--- src/hw/rtl/gcd_pkg.sv ---
// ----------------------------------------------------------------------------
// gcd_pkg
// Shared constants, types and tables for the great-circle distance block.
// ----------------------------------------------------------------------------
package gcd_pkg;
    localparam int CordicIterations = 24;
    localparam int Iters = (CordicIterations < 32) ? CordicIterations : 32;
    localparam logic signed [35:0] PiQ30 = 36'sd3373259426;
    localparam logic signed [35:0] GainQ30 = 36'sd652032874;
    localparam logic signed [35:0] HalfTurn = 36'sd1800000000;
    localparam logic signed [35:0] FullTurn = 36'sd3600000000;
    localparam logic signed [35:0] QuarterTurn = 36'sd900000000;

    typedef logic signed [35:0] ang_t;
    typedef logic signed [35:0] val_t;

    function automatic logic signed [35:0] atan_q30(input logic [4:0] i);
        logic signed [35:0] r;
        case (i)
            5'd0: r = 36'sh03243F6A8;  5'd1: r = 36'sh01DAC6705;
            5'd2: r = 36'sh00FADBAFC;  5'd3: r = 36'sh007F56EA6;
            5'd4: r = 36'sh003FEAB76;  5'd5: r = 36'sh001FFD55B;
            5'd6: r = 36'sh000FFFAAA;  5'd7: r = 36'sh0007FFF55;
            5'd8: r = 36'sh0003FFFEA;  5'd9: r = 36'sh0001FFFFD;
            5'd10: r = 36'sh0000FFFFF; 5'd11: r = 36'sh00007FFFF;
            5'd12: r = 36'sh00003FFFF; 5'd13: r = 36'sh00001FFFF;
            5'd14: r = 36'sh00000FFFF; 5'd15: r = 36'sh000007FFF;
            5'd16: r = 36'sh000003FFF; 5'd17: r = 36'sh000001FFF;
            5'd18: r = 36'sh000000FFF; 5'd19: r = 36'sh0000007FF;
            5'd20: r = 36'sh0000003FF; 5'd21: r = 36'sh0000001FF;
            5'd22: r = 36'sh0000000FF; 5'd23: r = 36'sh00000007F;
            5'd24: r = 36'sh00000003F; 5'd25: r = 36'sh00000001F;
            5'd26: r = 36'sh00000000F; 5'd27: r = 36'sh000000008;
            5'd28: r = 36'sh000000004; 5'd29: r = 36'sh000000002;
            5'd30: r = 36'sh000000001; default: r = 36'sh000000000;
        endcase
        return r;
    endfunction
endpackage

--- src/hw/rtl/gcd_vec_cell.sv ---
// ----------------------------------------------------------------------------
// gcd_vec_cell
// One vectoring-mode CORDIC micro-rotation, registered.
// ----------------------------------------------------------------------------
module gcd_vec_cell (
    input  logic clk,
    input  logic [4:0] shift,
    input  logic en,
    input  gcd_pkg::val_t x_in,
    input  gcd_pkg::val_t y_in,
    input  gcd_pkg::ang_t z_in,
    input  logic flip_in,
    output gcd_pkg::val_t x_out,
    output gcd_pkg::val_t y_out,
    output gcd_pkg::ang_t z_out,
    output logic flip_out
);
    gcd_pkg::val_t x_reg, y_reg;
    gcd_pkg::ang_t z_reg, at;
    logic flip_reg;

    assign at = gcd_pkg::atan_q30(shift);

    always_ff @(posedge clk)
    begin
        if (en)
        begin
            flip_reg <= flip_in;
            if (!y_in[35])
            begin
                x_reg <= x_in + (y_in >>> shift);
                y_reg <= y_in - (x_in >>> shift);
                z_reg <= z_in + at;
            end
            else
            begin
                x_reg <= x_in - (y_in >>> shift);
                y_reg <= y_in + (x_in >>> shift);
                z_reg <= z_in - at;
            end
        end
    end
    assign x_out = x_reg;
    assign y_out = y_reg;
    assign z_out = z_reg;
    assign flip_out = flip_reg;
endmodule

--- config.mk ---
export PLATFORM = sky130hd
export DESIGN_NAME = gcd_vec_cell
export DESIGN_NICKNAME = d
export VERILOG_FILES = /design/src/hw/rtl/gcd_pkg.sv /design/src/hw/rtl/gcd_vec_cell.sv
export SDC_FILE = /design/constraint.sdc
export NUM_CORES = 1
export LEC_CHECK = 0
export BUFFER_PORTS_ARGS = -buffer_cell sky130_fd_sc_hd__buf_2
export CORE_MARGIN = 1
export CORE_UTILIZATION = 60
export CTS_CLUSTER_DIAMETER = 30
export DETAILED_ROUTE_END_ITERATION = 7
export GPL_TIMING_DRIVEN = 0
export PLACE_DENSITY = 0.79
export SYNTH_ARGS = -nofsm -noshare
export SYNTH_HDL_FRONTEND = slang
export SYNTH_SLANG_ARGS = --single-unit
--- constraint.sdc ---
create_clock -name clk -period 11.01 [get_ports clk]
set_input_delay 1.6515 -clock clk [delete_from_list [all_inputs] [get_ports clk]]
set_output_delay 1.6515 -clock clk [all_outputs]
set_load 0.005 [all_outputs]
==> run_results.csv <==
group,metric,value,unit
setup_path,crit_fanout,10,
min_path,worstHoldPathCells,1,
placed_design,place_ws,1.240,ns
yosys,synth.most_common_cell,"nand2_1",
sta,setup_viol,0,
clock_tree,clockBufferDepth,2,
yosys,seq_area_frac_synth,0.1961,
floorplanning,core_area,0.02710,mm²
setup_path,cp-start-kind,"input pin",
floorplanning,die_w,168.8,µm
route,vias_per_cell,7.263,
clock_tree,clk_pin_slew,0.10,ns
setup_path,cp_data_required_time,11.14,ns
setup_path,arrival,9.88,ns
clock_tree,cts.sinks,109,
layout,multi_input_area,0.01255,mm²
yosys,yosys.area.top_type,"edfxtp_1",
grt,grt_max_degree,71,
clock_tree,postCtsSetupBuffers,0,
sta,max_slew_margin,0.2011,
sta,max_freq,0.1025,GHz
grt,grt_use_met2,0.7584,
yosys,synth_area,0.01669,mm²
grt,grt_pass1_wl,102.5,mm
layout,drive_above_1_share,0.2200,
route,route.detailed.drc,2,
clock_tree,cts_tree,"done",
yosys,yosys_warnings,0,
route,ant_nets,0,
sta,setup-tns-final,0,ns
sta,fin_crit_sh,0.8860,
outcome,violations,"DRC",
layout,area_delta_synth_final,11.49,%
yosys,async_flop_share,0,
clock_tree,cts_resized,0,
route,detail_route.wl_per_cell,28.65,µm
clock_tree,root_buffer,"clkbuf_16",
floorplanning,num_rows,60,
yosys,ys.flop_type,"edfxtp_1",
clock_tree,htree_levels,3,
layout,num-fill-cells,2088,
placed_design,post-dp-hpwl,54.50,mm
sta,worstMarginPinSlew,1.198,ns
clock_tree,cts_hold_buffers,0,
yosys,synth_area_leaders,"edfxtp_1 (20%), mux4_2 (11%), ha_1 (8.8%)",
route,wl,70.09,mm
grt,grt_antenna_before_repair,5,
grt,globalRouteOverflowTotal,0,
power_and_ir_drop,power.leakage,0.007841,µW
sta,worst_slack,1.255,ns
yosys,synth.distinct_cells,96,
setup_path,worstSetupPathType,"in -> reg",
grt,grt_pass1_vias,16973,
floorplanning,dieHeight,168.8,µm
route,drt-pass1-iter-count,8,
min_path,hold_class,"in -> reg",
grt,use_met3,0.1789,
floorplanning,io_pins,225,
yosys,synth-seq-cells,109,
layout,final-seq-area,0.003273,mm²
grt,grt_usage,0.4879,
setup_path,end_kind,"flop",
power_and_ir_drop,power_density,128.0,mW/mm²
floorplanning,start_util,0.6158,
yosys,synthTopCellsByCount,"nand2_1 (154), a21oi_1 (148), nor2_1 (143), ha_1 (117), edfxtp_1 (109)",
route,dr_total_vias,17766,
yosys,avgSynthCellArea,9.095,µm²
power_and_ir_drop,power,2381,µW
grt,grtUsageMet1,0.5651,
placed_design,gp_congestion,1.138,
sta,fin_crit,9.755,ns
job,maxCapViolCount,0,
yosys,synth.net_count,2071,
route,first_iter_violations,2580,
yosys,syn_inst,1835,
sta,rsz0062_at_grt,"no",
placed_design,port-buffer-count,221,
sta,drv_slew,0,
clock_tree,numCtsBuffers,9,
yosys,synth_top_cell_area_share,0.1961,
power_and_ir_drop,ir_drop,0.1210,mV
sta,finalHoldViolations,0,
floorplanning,die_area,0.02849,mm²
outcome,status,"finished with violations",
layout,nets,2304,
grt,grt.busiest_layer,"met2",
yosys,synth-edff-count,109,
==> sequential cells by signal, summed over array words and instances (netlist names) <==
name	cells
x_out	36
y_out	36
z_out	36
flip_out	1
==> critical path, stage by stage <==
cell and delay, ns:
buf_2 0.15, buf_2 0.23, buf_2 0.39, buf_1 0.73
buf_1 0.78, mux4_2 0.41, a211oi_1 0.24, a31oi_1 0.16
a21oi_2 0.32, nand4_2 0.19, or4_4 0.60, nor2_1 0.26
nor2_1 0.10, xnor2_1 0.41, ha_1 0.31, clkbuf_1 0.21
o21ai_0 0.24, a21o_1 0.17, a21o_1 0.13, a211o_1 0.10
o21ai_0 0.23, o41ai_1 0.70, o21ai_0 0.28, o41ai_1 0.49
o211ai_1 0.20, xor2_1 0.17
==> cell usage in the layout, fill, tap and decap left out, types with 48 or more instances in the layout <==
cell type	synthesis	routed
nand2_1	154	154
inv_1	72	72
o21ai_0	105	105
xor2_1	62	62
ha_1	117	117
a21oi_1	148	148
xnor2_1	102	102
a21o_1	48	48
mux4_2	80	80
nor2_1	143	143
mux2i_1	73	73
buf_2	35	255
edfxtp_1	109	109
nand3_1	52	52
==> through the flow <==
stage	std cells	area (µm²)	util	hold WS, ns
floorplan	1835	16690	-	1.750
global placement	2428	18260	0.6738	1.833
detailed placement	2429	18290	0.6749	1.839
CTS	2445	18600	0.6865	1.452
global route	2446	18610	0.6866	1.458
finish	2446	18610	0.6866	1.437
==> final timing paths <==
kind | start | to | slack, ns
setup / recovery | shift[1] | y_out[34]$_DFFE_PP_ | 1.26
hold / removal | flip_in | flip_out$_DFFE_PP_ | 1.44
==> cell families (layout without fill, tap and decap cells) <==
group | after synthesis | count (layout) | share of synthesized area
simple gates | 515 | 515 | 0.1517
mux | 224 | 224 | 0.2196
other cells | 0 | 1 | 0
fa+ha+maj | 120 | 120 | 0.09131
flops | 109 | 109 | 0.1961
xor+xnor | 165 | 165 | 0.08741
buf+inv | 179 | 417 | 0.05210
compound gates | 523 | 523 | 0.2018
==> power breakdown <==
| part | switching [µW] | internal [µW] |
|---|---|---|
| Combinational | 815 | 543 |
| Sequential | 26.8 | 612 |
| Clock | 200 | 184 |
| Total | 1040 | 1340 |
==> area by class of cell <==
class	instances	area share
clock buffer	9	0.01210
tap	372	0.02502
buffer	103	0.03140
antenna	1	0.0001345
clock inverter	7	0.004707
multi-input combinational	1547	0.6743
inverter	76	0.01533
sequential	109	0.1759
timing repair buffer	222	0.06106
==> metal layers <==
layer  share of wire  up-vias
met5         0.00039        -
met4           0.080        4
met3            0.14      443
met2            0.43     1609
met1            0.34     8226
li1                -     7484
No activity file was read; power rests on OpenSTA's default activity.
