--- src/hw/rtl/gcd_pkg.sv ---
// ----------------------------------------------------------------------------
// gcd_pkg
// Shared constants, types and tables for the great-circle distance block.
// ----------------------------------------------------------------------------
package gcd_pkg;
    localparam int CordicIterations = 24;
    localparam int Iters = (CordicIterations < 32) ? CordicIterations : 32;
    localparam logic signed [35:0] PiQ30 = 36'sd3373259426;
    localparam logic signed [35:0] GainQ30 = 36'sd652032874;
    localparam logic signed [35:0] HalfTurn = 36'sd1800000000;
    localparam logic signed [35:0] FullTurn = 36'sd3600000000;
    localparam logic signed [35:0] QuarterTurn = 36'sd900000000;

    typedef logic signed [35:0] ang_t;
    typedef logic signed [35:0] val_t;

    function automatic logic signed [35:0] atan_q30(input logic [4:0] i);
        logic signed [35:0] r;
        case (i)
            5'd0: r = 36'sh03243F6A8;  5'd1: r = 36'sh01DAC6705;
            5'd2: r = 36'sh00FADBAFC;  5'd3: r = 36'sh007F56EA6;
            5'd4: r = 36'sh003FEAB76;  5'd5: r = 36'sh001FFD55B;
            5'd6: r = 36'sh000FFFAAA;  5'd7: r = 36'sh0007FFF55;
            5'd8: r = 36'sh0003FFFEA;  5'd9: r = 36'sh0001FFFFD;
            5'd10: r = 36'sh0000FFFFF; 5'd11: r = 36'sh00007FFFF;
            5'd12: r = 36'sh00003FFFF; 5'd13: r = 36'sh00001FFFF;
            5'd14: r = 36'sh00000FFFF; 5'd15: r = 36'sh000007FFF;
            5'd16: r = 36'sh000003FFF; 5'd17: r = 36'sh000001FFF;
            5'd18: r = 36'sh000000FFF; 5'd19: r = 36'sh0000007FF;
            5'd20: r = 36'sh0000003FF; 5'd21: r = 36'sh0000001FF;
            5'd22: r = 36'sh0000000FF; 5'd23: r = 36'sh00000007F;
            5'd24: r = 36'sh00000003F; 5'd25: r = 36'sh00000001F;
            5'd26: r = 36'sh00000000F; 5'd27: r = 36'sh000000008;
            5'd28: r = 36'sh000000004; 5'd29: r = 36'sh000000002;
            5'd30: r = 36'sh000000001; default: r = 36'sh000000000;
        endcase
        return r;
    endfunction
endpackage

--- src/hw/rtl/gcd_rot_cell.sv ---
// ----------------------------------------------------------------------------
// gcd_rot_cell
// One rotation-mode CORDIC micro-rotation for three angles, registered.
// ----------------------------------------------------------------------------
module gcd_rot_cell (
    input  logic clk,
    input  logic [4:0] shift,
    input  logic en,
    input  gcd_pkg::val_t x_in [3],
    input  gcd_pkg::val_t y_in [3],
    input  gcd_pkg::ang_t z_in [3],
    output gcd_pkg::val_t x_out [3],
    output gcd_pkg::val_t y_out [3],
    output gcd_pkg::ang_t z_out [3]
);
    gcd_pkg::val_t x_reg [3];
    gcd_pkg::val_t y_reg [3];
    gcd_pkg::ang_t z_reg [3];
    gcd_pkg::ang_t at;

    assign at = gcd_pkg::atan_q30(shift);

    always_ff @(posedge clk)
    begin
        if (en)
        begin
            for (int k = 0; k < 3; k++)
            begin
                if (!z_in[k][35])
                begin
                    x_reg[k] <= x_in[k] - (y_in[k] >>> shift);
                    y_reg[k] <= y_in[k] + (x_in[k] >>> shift);
                    z_reg[k] <= z_in[k] - at;
                end
                else
                begin
                    x_reg[k] <= x_in[k] + (y_in[k] >>> shift);
                    y_reg[k] <= y_in[k] - (x_in[k] >>> shift);
                    z_reg[k] <= z_in[k] + at;
                end
            end
        end
    end
    assign x_out = x_reg;
    assign y_out = y_reg;
    assign z_out = z_reg;
endmodule

--- config.mk ---
export PLATFORM = sky130hd
export DESIGN_NAME = gcd_rot_cell
export DESIGN_NICKNAME = d
export VERILOG_FILES = /design/src/hw/rtl/gcd_pkg.sv /design/src/hw/rtl/gcd_rot_cell.sv
export SDC_FILE = /design/constraint.sdc
export NUM_CORES = 2
export LEC_CHECK = 0
export BUFFER_PORTS_ARGS = -buffer_cell sky130_fd_sc_hd__buf_2
export CORE_MARGIN = 2
export CORE_UTILIZATION = 45
export DETAILED_ROUTE_END_ITERATION = 10
export PLACE_DENSITY = 0.65
export SYNTH_ARGS = -nofsm -noshare
export SYNTH_HDL_FRONTEND = slang
export SYNTH_SLANG_ARGS = --single-unit
--- constraint.sdc ---
create_clock -name clk -period 23.7 [get_ports clk]
set_clock_uncertainty 0.05 [all_clocks]
set_input_delay 4.74 -clock clk [delete_from_list [all_inputs] [get_ports clk]]
set_output_delay 4.74 -clock clk [all_outputs]
set_load 0.05 [all_outputs]
==> run_results.csv <==
group,metric,value,unit
outcome,status,"complete, no violations",
floorplanning,fp.coreArea,0.1001,sq mm
critical_path,crit_type,"primary input to register",
global_route,grt_busiest_layer,"met2",
clocking,holdBufCountCts,0,
min_path,min_to,"z_out[36]",
pwr,power_density,73.92,mW/mm^2
clocking,post_cts_buffers,0,
sta,finalSetupViolCount,0,
clocking,cts_num_sinks,324,
global_route,grtUsageMet2,52.88,%
sta,min_period_over_period,53.87,%
floorplanning,dieArea,0.1038,sq mm
synthesis,synth_enable_flop_cells,324,
floorplanning,rows,116,
sta,period_needed,12.77,ns
drt,initialDrtViolationCount,4551,
global_route,grt_max_degree,149,
final_layout,fin_nets,6069,
drt,firstDrtPassIters,7,
global_route,gr-total-overflow,0,
synthesis,synth-warning-count,0,
job,cap_viol_max_count,0,
final_layout,drive_above_1_share,22.43,%
min_path,min_path_cells,2,
synthesis,synth_area_leaders,"edfxtp_1 (21%), mux4_2 (13%), ha_1 (9.1%)",
global_route,grt_util_met3,6.837,%
sta,tightest_slew,1.196,ns
global_route,grtUsageMet1,42.69,%
critical_path,crit_path_end_kind,"register",
drt,wl_per_cell,26.58,um
synthesis,syn-num-nets,5599,
sta,rsz0062_at_grt,"false",
clocking,cts_root_buf,"clkbuf_16",
critical_path,cp-start-kind,"primary input",
min_path,min_from,"z_in[36]",
drt,ant_nets,0,
clocking,cts.clk_slew.worst_paths,0.06,ns
clocking,ctsHtreeMaxLevel,2,
sta,hold_viol_final,0,
pwr,ir_worst_vdd,0.07819,mV
synthesis,synthTopCellsByCount,"nor2_1 (414), nand2_1 (403), a21oi_1 (392)",
critical_path,crit_fanout,93,
synthesis,netlist_instances,4926,
floorplanning,die_w,322.1,um
synthesis,yosysTopAreaCell,"edfxtp_1",
place,io_buffer_count,654,
sta,tns,0,ns
synthesis,synthesis.area,0.04555,sq mm
synthesis,syn_area_per_cell,9.246,sq um
global_route,grtUsageTotal,33.12,%
clocking,cts_buffers,39,
floorplanning,die-height,322.1,um
clocking,clk_path_buf_depth,3,
min_path,worstHoldPathType,"primary input to register",
floorplanning,ios,655,
sta,report.final.slew_viol_count,0,
sta,slew_headroom,20.18,%
sta,worst_slack,10.93,ns
floorplanning,start_util,45.48,%
synthesis,ys_async_sr_fraction,0,%
synthesis,synth_cell_types,108,
synthesis,yosysSeqAreaShare,21.36,%
synthesis,synth_ff_type,"edfxtp_1",
critical_path,critPathRequiredTime,24.03,ns
critical_path,cp.arrival,13.10,ns
place,place_ws,10.44,ns
drt,dr_total_vias,44080,
clocking,cts_tree,"done",
pwr,p_leak,21.07,nW
drt,routed_wl,179300,um
global_route,grt_pass1_vias,41370,
synthesis,synth_top_area_share,21.36,%
clocking,cts_resized,0,
global_route,antenna_found_initial,38,
place,place.gp.congestion,1.007,
place,place_hpwl,140300,um
drt,drc,0,
drt,vias_per_cell,6.533,
global_route,grt_first_pass_wirelength,261900,um
final_layout,areaGrowthSynthToFinish,11.68,%
synthesis,synth-seq-cells,324,
sta,timing.fmax,78.33,MHz
synthesis,synth.most_common_cell,"nor2_1",
## area by class of cell
type                       instances  area, sq um
fill                            9526        49280
multi-input combinational       4208        34050
sequential                       324         9729
timing repair buffer             696         3672
tap                             1298         1624
clock buffer                      46         1002
inverter                         127        488.0
clock inverter                    25        245.2
antenna                           23        57.56
## power breakdown
group	switching, mW	internal (mW)
combinational	1.52	0.732
clock	0.273	0.329
sequential	0.0488	0.855
total	1.84	1.92
## cell families after synthesis
logic type	synth area share, %
AO/OA/AOI/OAI	20.94
AND/OR/NAND/NOR	14.50
multiplexers	20.35
XOR/XNOR	9.346
buffers and inverters	3.970
adder cells (fa/ha/maj)	9.543
flip-flops	21.36
## per-layer routing
metal / vias up / share of wire [%]
li1: 19940 / -
met1: 21260 / 40
met2: 2403 / 46
met3: 456 / 9.4
met4: 26 / 5.3
met5: - / 0.088
## registers in the layout (all words and copies together), names as in the netlist
register	cells
y_out	108
z_out	108
x_out	108
## how the worst max path moves through the flow
stage	start	endpoint	slack (ns)	depth (start not counted)
floorplan	shift[1]	z_out[35]	12.18	29
global route	shift[1]	z_out[35]	10.24	27
detailed placement	shift[1]	z_out[35]	10.44	27
global placement	shift[1]	z_out[35]	10.64	27
finish	shift[1]	z_out[35]	10.93	27
CTS	shift[1]	z_out[35]	11.11	27
## cells in the final DEF, fill, tap and decap left out, drive strengths merged, types with 116 or more instances in the layout
master  count
a21oi     392
ha        333
nor2      415
nand2     404
xnor2     308
inv       128
o21ai     239
xor2      178
buf       695
edfxtp    324
mux4      266
a21o      137
mux2      116
mux2i     195
## critical path, stage by stage
cell	delay, ns
buf_8	0.47
clkinv_2	0.80
ha_1	0.48
inv_1	0.08
o21ai_0	0.07
a21oi_1	0.16
a31o_2	0.12
a21oi_1	0.11
inv_1	0.11
ha_1	0.20
and3_1	0.25
nand3_1	0.15
nor3_1	0.27
and2_1	0.76
nor2_1	0.17
mux2_2	0.32
ha_1	0.34
and4_1	0.27
and4_1	0.25
a221oi_1	0.26
nor2b_1	0.09
a2111oi_0	0.78
o41ai_1	0.32
a2111oi_0	0.72
o311ai_0	0.30
o41ai_1	0.35
xor2_1	0.12
## metrics by stage
| stage | total power [mW] | hold slack, ns | area [sq um] | utilization [%] | std cells |
|---|---|---|---|---|---|
| 4_1_cts | 3.758 | 4.324 | 50810 | 50.74 | 6724 |
| 6_report | 3.760 | 4.348 | 50870 | 50.79 | 6747 |
| 3_5_place_dp | 3.134 | 4.994 | 49560 | 49.49 | 6653 |
| 2_1_floorplan | 2.564 | 4.803 | 45550 | - | 4926 |
| 5_1_grt | 3.953 | 4.346 | 50850 | 50.78 | 6741 |
| 3_3_place_gp | 3.132 | 4.996 | 49560 | 49.49 | 6653 |
No activity file was read; power rests on OpenSTA's default activity.
