File: src/hw/rtl/gcd_pkg.sv
// ----------------------------------------------------------------------------
// gcd_pkg
// Shared constants, types and tables for the great-circle distance block.
// ----------------------------------------------------------------------------
package gcd_pkg;
    localparam int CordicIterations = 24;
    localparam int Iters = (CordicIterations < 32) ? CordicIterations : 32;
    localparam logic signed [35:0] PiQ30 = 36'sd3373259426;
    localparam logic signed [35:0] GainQ30 = 36'sd652032874;
    localparam logic signed [35:0] HalfTurn = 36'sd1800000000;
    localparam logic signed [35:0] FullTurn = 36'sd3600000000;
    localparam logic signed [35:0] QuarterTurn = 36'sd900000000;

    typedef logic signed [35:0] ang_t;
    typedef logic signed [35:0] val_t;

    function automatic logic signed [35:0] atan_q30(input logic [4:0] i);
        logic signed [35:0] r;
        case (i)
            5'd0: r = 36'sh03243F6A8;  5'd1: r = 36'sh01DAC6705;
            5'd2: r = 36'sh00FADBAFC;  5'd3: r = 36'sh007F56EA6;
            5'd4: r = 36'sh003FEAB76;  5'd5: r = 36'sh001FFD55B;
            5'd6: r = 36'sh000FFFAAA;  5'd7: r = 36'sh0007FFF55;
            5'd8: r = 36'sh0003FFFEA;  5'd9: r = 36'sh0001FFFFD;
            5'd10: r = 36'sh0000FFFFF; 5'd11: r = 36'sh00007FFFF;
            5'd12: r = 36'sh00003FFFF; 5'd13: r = 36'sh00001FFFF;
            5'd14: r = 36'sh00000FFFF; 5'd15: r = 36'sh000007FFF;
            5'd16: r = 36'sh000003FFF; 5'd17: r = 36'sh000001FFF;
            5'd18: r = 36'sh000000FFF; 5'd19: r = 36'sh0000007FF;
            5'd20: r = 36'sh0000003FF; 5'd21: r = 36'sh0000001FF;
            5'd22: r = 36'sh0000000FF; 5'd23: r = 36'sh00000007F;
            5'd24: r = 36'sh00000003F; 5'd25: r = 36'sh00000001F;
            5'd26: r = 36'sh00000000F; 5'd27: r = 36'sh000000008;
            5'd28: r = 36'sh000000004; 5'd29: r = 36'sh000000002;
            5'd30: r = 36'sh000000001; default: r = 36'sh000000000;
        endcase
        return r;
    endfunction
endpackage

File: src/hw/rtl/gcd_sqrt_cell.sv
// ----------------------------------------------------------------------------
// gcd_sqrt_cell
// One restoring square-root step (two radicand bits), registered, with
// the side data that travels alongside.
// ----------------------------------------------------------------------------
module gcd_sqrt_cell (
    input  logic clk,
    input  logic [5:0] step,
    input  logic en,
    input  logic [63:0] rem_in,
    input  logic [63:0] res_in,
    input  gcd_pkg::val_t x_in,
    input  logic flip_in,
    output logic [63:0] rem_out,
    output logic [63:0] res_out,
    output gcd_pkg::val_t x_out,
    output logic flip_out
);
    logic [63:0] rem_reg, res_reg, bitv, trial;
    gcd_pkg::val_t x_reg;
    logic flip_reg;

    assign bitv = 64'd1 << {step, 1'b0};
    assign trial = res_in + bitv;

    always_ff @(posedge clk)
    begin
        if (en)
        begin
            x_reg <= x_in;
            flip_reg <= flip_in;
            if (rem_in >= trial)
            begin
                rem_reg <= rem_in - trial;
                res_reg <= (res_in >> 1) + bitv;
            end
            else
            begin
                rem_reg <= rem_in;
                res_reg <= res_in >> 1;
            end
        end
    end
    assign rem_out = rem_reg;
    assign res_out = res_reg;
    assign x_out = x_reg;
    assign flip_out = flip_reg;
endmodule

File: config.mk
export PLATFORM = sky130hd
export DESIGN_NAME = gcd_sqrt_cell
export DESIGN_NICKNAME = d
export VERILOG_FILES = /design/src/hw/rtl/gcd_pkg.sv /design/src/hw/rtl/gcd_sqrt_cell.sv
export SDC_FILE = /design/constraint.sdc
export NUM_CORES = 1
export LEC_CHECK = 0
export BUFFER_PORTS_ARGS = -buffer_cell sky130_fd_sc_hd__buf_2
export CELL_PAD_IN_SITES_DETAIL_PLACEMENT = 0
export CELL_PAD_IN_SITES_GLOBAL_PLACEMENT = 1
export CORE_UTILIZATION = 28
export DETAILED_ROUTE_END_ITERATION = 8
export PLACE_DENSITY = 0.59
export SLEW_MARGIN = 20
export SYNTH_ARGS = -nofsm -noshare
export SYNTH_HDL_FRONTEND = slang
export SYNTH_SLANG_ARGS = --single-unit
export TNS_END_PERCENT = 10
File: constraint.sdc
create_clock -name clk -period 8.1 [get_ports clk]
set_clock_uncertainty 0.15 [all_clocks]
set_input_delay 0.81 -clock clk [delete_from_list [all_inputs] [get_ports clk]]
set_output_delay 0.81 -clock clk [all_outputs]
set_load 0.03 [all_outputs]
==> reports/results.ini, run 1 <==
[global_route]
grt_pass1_vias=13500
grt_pass1_wl_um=80000
grt_max_degree=85
antenna_found_initial=3
grt_usage=0.197
gr-total-overflow=0

[critical_path]
crit_required_ns=8.19
critPathArrivalTime_ns=7.46
crit_top_cell=a21o_1
worstSetupEndpointType=flop
worstSetupPathType=input port to flop
path_max_fanout=84
crit_slowest_cell=or4b_1
crit_path_start_kind=input port
max_stage_delay_ns=0.65

[timing]
setup_violations=0
tightest_slew_ns=0.937
setup-tns-final_ns=0
fmax_ghz=0.136
hold_slack_ns=0.344
setup_ws_ns=0.729
fin_crit_sh=0.910
grt_setup_unrepaired=no
maxSlewViolCount=0
hold_viol_final=0
period_minus_slack_ns=7.37
relSlewSlack=0.375

[yosys]
syn_area_um2=14800
yosysTopAreaCell=edfxtp_1
syn-mean-instance-area_um2=8.58
netlist.area_leader.share=0.335
synth_top_family_by_area=compound AO/OA/AOI/OAI gates
synthSimpleGateAreaFrac=0.192
syn-num-nets=2026
synth-compound-area-share=0.225
synth_seq_cells=165
ys_seq_area_frac=0.335
yosys-top-cells-area=edfxtp_1, ha_1, nand2_1
synthMuxAreaShare=0.00600
synthAdderAreaFrac=0.110
synthArstFlopShare=0
synthFlopType=edfxtp_1
synth_warnings=0
synthXorXnorAreaFrac=0.106
synth_edf_count=165
synth_cell_type_count=74
syn-instance-count=1724

[clocking]
cts_tree=built
cts-buffers-inserted=17
clock-root-buffer=clkbuf_16
cts_max_level=4
postCtsHoldBufs=0
cts_resized=0
cts_buffer_depth=2
cts_sinks=165
path_clk_slew_ns=0.07
post_cts_buffers=0

[placed_design]
dp_hpwl_um=44000
io_buffers=337
place_congestion=0.895
place_ws_ns=0.182

[floorplan]
die_w_um=232
die_area_um2=53800
core_um2=51700
fp.dieH_um=232
rows=83
initial_core_util=0.286
pin_count=338

[finish]
drive_gt1_frac=0.206
fin_nets=2324
final_common_cell=buf_2
layout_common_cells=buf_2, nand2_1, edfxtp_1, nor2_1, o21ai_0
synthToLayoutAreaGrowth_pct=20.6

[pwr]
vdd_ir_drop_max_uv=163
power.density_nw_per_um2=169
p_leak_nw=7.31

[detailed_routing]
viasPerCell=5.19
drtAntennaViolNets=0
wl_um=53300
wl_per_cell_um=19.6
drc_errors=0
drt_iter0_markers=1191
vias=14100
drt_pre_antenna_iters=8

[job]
cap_violations=0

[outcome]
status=complete, no violations

[hold_path]
hp-class=input port to flop

routing by layer:
layer / vias to the layer above / GRT usage / wire, um / share of wire
met5: - / 0 / 0 / 0
met4: 0 / 0.0596 / 940 / 0.018
met3: 41 / 0.0303 / 2540 / 0.048
met2: 403 / 0.295 / 23000 / 0.43
met1: 6632 / 0.287 / 26800 / 0.50
li1: 7018 / - / - / -
cells by family after synthesis:
group           count (synthesis)
simple gates                  613
compound gates                530
xor+xnor                      179
flops                         165
fa+ha+maj                     130
buf+inv                        99
mux                             8
Yosys cell counts, types with 3 or more instances:
cell / number
clkbuf_1: 62
and3_1: 14
a21boi_0: 4
o21ai_0: 138
a31oi_1: 62
or3_1: 12
and2_1: 11
o221a_2: 3
xnor2_1: 81
o21ai_1: 51
nand3_1: 31
nor2b_1: 27
a21o_1: 32
o31ai_1: 11
ha_1: 128
a21oi_1: 103
nor3_1: 17
a211o_1: 5
nor4_1: 7
nand2_1: 242
mux2_1: 7
a2111oi_0: 7
o21bai_1: 28
o41ai_1: 4
or2_2: 5
buf_2: 8
or2_1: 3
o211ai_1: 7
nand4_1: 42
nor2_1: 156
edfxtp_1: 165
a41o_1: 4
xor2_1: 98
and4_1: 8
nand2b_1: 24
inv_1: 27
o21a_1: 13
a41oi_1: 5
a311oi_1: 3
a21bo_2: 3
a31o_2: 14
a211oi_1: 8
layout make-up:
type	instances	area, um2
fillers	5500	33900
clock buffers	18	429
flip-flops and latches	165	4950
inverters	27	101
multi-input cells	1460	9470
repair buffers	351	1840
clock inverters	14	188
diodes	3	7.51
well taps	680	851
per-stage QoR:
| step | utilization | area [um2] | cells | total power [W] |
|---|---|---|---|---|
| floorplan | - | 14800 | 1724 | 0.00179 |
| global placement | 0.333 | 17200 | 2683 | 0.00215 |
| detailed placement | 0.333 | 17200 | 2683 | 0.00215 |
| CTS | 0.345 | 17800 | 2715 | 0.00305 |
| global route | 0.345 | 17800 | 2718 | 0.00318 |
| finish | 0.345 | 17800 | 2718 | 0.00302 |
flip-flops by register name, indices dropped and copies added (netlist names):
signal,flops
flip_out,1
rem_out,64
res_out,64
x_out,36
critical path, delay by kind of cell:
| kind | cells | cell delay (ns) |
|---|---|---|
| and+or+nand+nor | 4 | 1.05 |
| adders and majority gates | 2 | 0.66 |
| AOI/OAI and AO/OA | 16 | 3.81 |
| buffers and inverters | 2 | 0.43 |
| xor gates and xnor gates | 1 | 0.27 |
| muxes | 1 | 0.35 |
power breakdown:
part           switching (W)  internal, W  total (W)  leakage, nW
registers          0.0000325      0.00107    0.00110         1.61
clock network       0.000398     0.000493   0.000890        0.292
logic               0.000695     0.000331    0.00103         5.40
total                0.00113      0.00189    0.00302         7.31
path summary, 6_finish.rpt:
check | start | slack, ns | to | cells past startpoint
setup / recovery | step[4] | 0.73 | rem_out[1] | 26
hold / removal | x_in[32] | 0.34 | x_out[32] | 1
No activity file was read; power rests on OpenSTA's default activity.
==> inputs of run 2 (changes only) <==
--- a/config.mk
+++ b/config.mk
@@ -8,6 +8,7 @@
 export BUFFER_PORTS_ARGS = -buffer_cell sky130_fd_sc_hd__buf_2
 export CELL_PAD_IN_SITES_DETAIL_PLACEMENT = 0
 export CELL_PAD_IN_SITES_GLOBAL_PLACEMENT = 1
+export CORE_ASPECT_RATIO = 1.1
 export CORE_UTILIZATION = 28
 export DETAILED_ROUTE_END_ITERATION = 8
 export PLACE_DENSITY = 0.59
==> run 2 against run 1 <==
  * Combinational power about the same
  * Highest routed layer is now met5
  * Largest cell class unchanged
  * Utilization down 0.34 points
  * Final cell count unchanged
  * Die area about the same
  * Maximum frequency down 0.10%
  * Largest power group unchanged
  * Worst hold slack worse by 0.021 ns
  * Sequential cell count unchanged
  * Critical path depth unchanged
  * Routed wire length up 6.2%
  * Worst setup slack worse by 0.0074 ns
==> reports/results.ini, run 2 (synthesis results as in run 1) <==
[placed_design]
place_congestion=0.884  ; -1.2%
io_buffers=337  ; unchanged
place_inst=2683  ; unchanged
dp_hpwl_um=46200  ; +5.1%

[finish]
drive_gt1_frac=0.208  ; +0.00244
synthToLayoutAreaGrowth_pct=20.7
layout_common_cells=buf_2, nand2_1, edfxtp_1, nor2_1, o21ai_0
fin_nets=2329  ; +0.22%
finalNonFillerCells=2718  ; unchanged
fillers=5503  ; +0.055%
final_common_cell=buf_2

[detailed_routing]
vias=14100  ; -0.043%
drc_errors=0  ; unchanged
drtAntennaViolNets=0  ; unchanged
drt_iter0_markers=827  ; -31%
viasPerCell=5.18  ; about the same
wl_per_cell_um=20.8  ; +6.2%
wl_um=56600  ; +6.2%
drt_pre_antenna_iters=7  ; -1

[hold_path]
min_to=x_out[25]
hold_depth=1  ; unchanged
min-delay-start=x_in[25]
hp-class=input port to flop

[timing]
setup_violations=0  ; unchanged
grt_setup_unrepaired=no
relSlewSlack=0.362  ; -0.0135
fin_crit_sh=0.911  ; +0.000919
maxSlewViolCount=0  ; unchanged
period_minus_slack_ns=7.38  ; +0.00745 ns
hold_slack_ns=0.324  ; -0.0206 ns
hold_viol_final=0  ; unchanged
tightest_slew_ns=0.958  ; +0.0203 ns
fmax_ghz=0.136  ; -0.10%
setup-tns-final_ns=0  ; unchanged

[floorplan]
pin_count=338  ; unchanged
die_w_um=221  ; -4.6%
rows=88  ; +6.0%
die_area_um2=53800  ; about the same
core_um2=52300  ; +1.1%
initial_core_util=0.283  ; -0.00319
fp.dieH_um=243  ; +4.8%

[critical_path]
worstSetupPathType=input port to flop
startpoint=step[4]
crit_path_start_kind=input port
crit_slowest_cell=or4b_1
critPathArrivalTime_ns=7.48  ; +0.02 ns
crit_required_ns=8.21  ; +0.02 ns
max_stage_delay_ns=0.64  ; about the same
worstSetupEndpointType=flop
crit_top_cell=a21o_1
path_max_fanout=66  ; -21%

[clocking]
path_clk_slew_ns=0.08  ; about the same
clock-root-buffer=clkbuf_16
cts-buffers-inserted=17  ; unchanged
postCtsHoldBufs=0  ; unchanged
cts_sinks=165  ; unchanged
cts_max_level=4  ; unchanged
cts_tree=built
cts_resized=0  ; unchanged
cts_buffer_depth=2  ; unchanged
post_cts_buffers=0  ; unchanged

[pwr]
power.density_nw_per_um2=168  ; -0.77%
finalPower_w=0.00300  ; -0.65%
vdd_ir_drop_max_uv=147  ; -10%
p_leak_nw=7.33  ; +0.37%

[global_route]
grt_pass1_wl_um=85400  ; +6.7%
gr-total-overflow=0  ; unchanged
grt_pass1_vias=14100  ; +4.5%
antenna_found_initial=12  ; +9
grt_max_degree=70  ; -18%
grt_usage=0.211  ; +0.0139

[outcome]
status=complete, no violations

[job]
cap_violations=0  ; unchanged

## run 2: cell types whose count changed in the layout (fill, tap and decap cells not counted), sizes merged
cell,before,now
clkinv,2,5
clkbuf,18,17
bufinv,3,0
inv,33,36
clkinvlp,3,1
buf,351,356
## run 2: worst max path at each step
| stage | end | slack, ns | depth (start not counted) |
|---|---|---|---|
| 2_1_floorplan | rem_out[1] | 1.11 | 29 |
| 6_report | rem_out[1] | 0.72 | 26 |
| 3_3_place_gp | res_out[0] | 0.28 | 26 |
| 3_5_place_dp | res_out[1] | 0.12 | 26 |
| 4_1_cts | rem_out[1] | 0.67 | 26 |
| 5_1_grt | rem_out[1] | 0.25 | 26 |
## run 2: metal layers
layer	GRT usage	vias up	wire length [um]
met5	0	-	115
met4	0.0586	18	1000
met3	0.0506	65	2660
met2	0.368	352	27900
met1	0.256	6627	25000
li1	-	7026	-
## run 2: layout make-up
class | count | area (um2) | area share
Antenna cell | 3 | 7.51 | 0.000420
Tap cell | 675 | 845 | 0.0473
Inverter | 27 | 101 | 0.00568
Clock buffer | 17 | 425 | 0.0238
Timing Repair Buffer | 356 | 1890 | 0.106
Clock inverter | 15 | 170 | 0.00953
Multi-Input combinational cell | 1460 | 9470 | 0.530
Sequential cell | 165 | 4950 | 0.277
## run 2: critical path: cells and delay by family
family	cells	cell delay, ns
and+or+nand+nor	4	1.07
muxes	1	0.35
adders and majority gates	2	0.64
xor gates and xnor gates	1	0.20
AOI/OAI and AO/OA	16	3.93
buffers and inverters	2	0.42
## run 2: per-stage QoR
| stage | setup slack (ns) | instance area, um2 | utilization |
|---|---|---|---|
| after floorplan | 1.11 | 14800 | - |
| after global placement | 0.279 | 17300 | 0.330 |
| after detailed placement | 0.124 | 17300 | 0.330 |
| after CTS | 0.669 | 17900 | 0.341 |
| after global routing | 0.245 | 17900 | 0.341 |
| final | 0.722 | 17900 | 0.341 |
## run 2: report_power, final
| part | switching [W] | leakage (nW) | total (W) | internal, W |
|---|---|---|---|---|
| Clock | 0.000449 | 0.290 | 0.000865 | 0.000416 |
| Sequential | 0.0000329 | 1.61 | 0.00110 | 0.00107 |
| Combinational | 0.000698 | 5.43 | 0.00103 | 0.000335 |
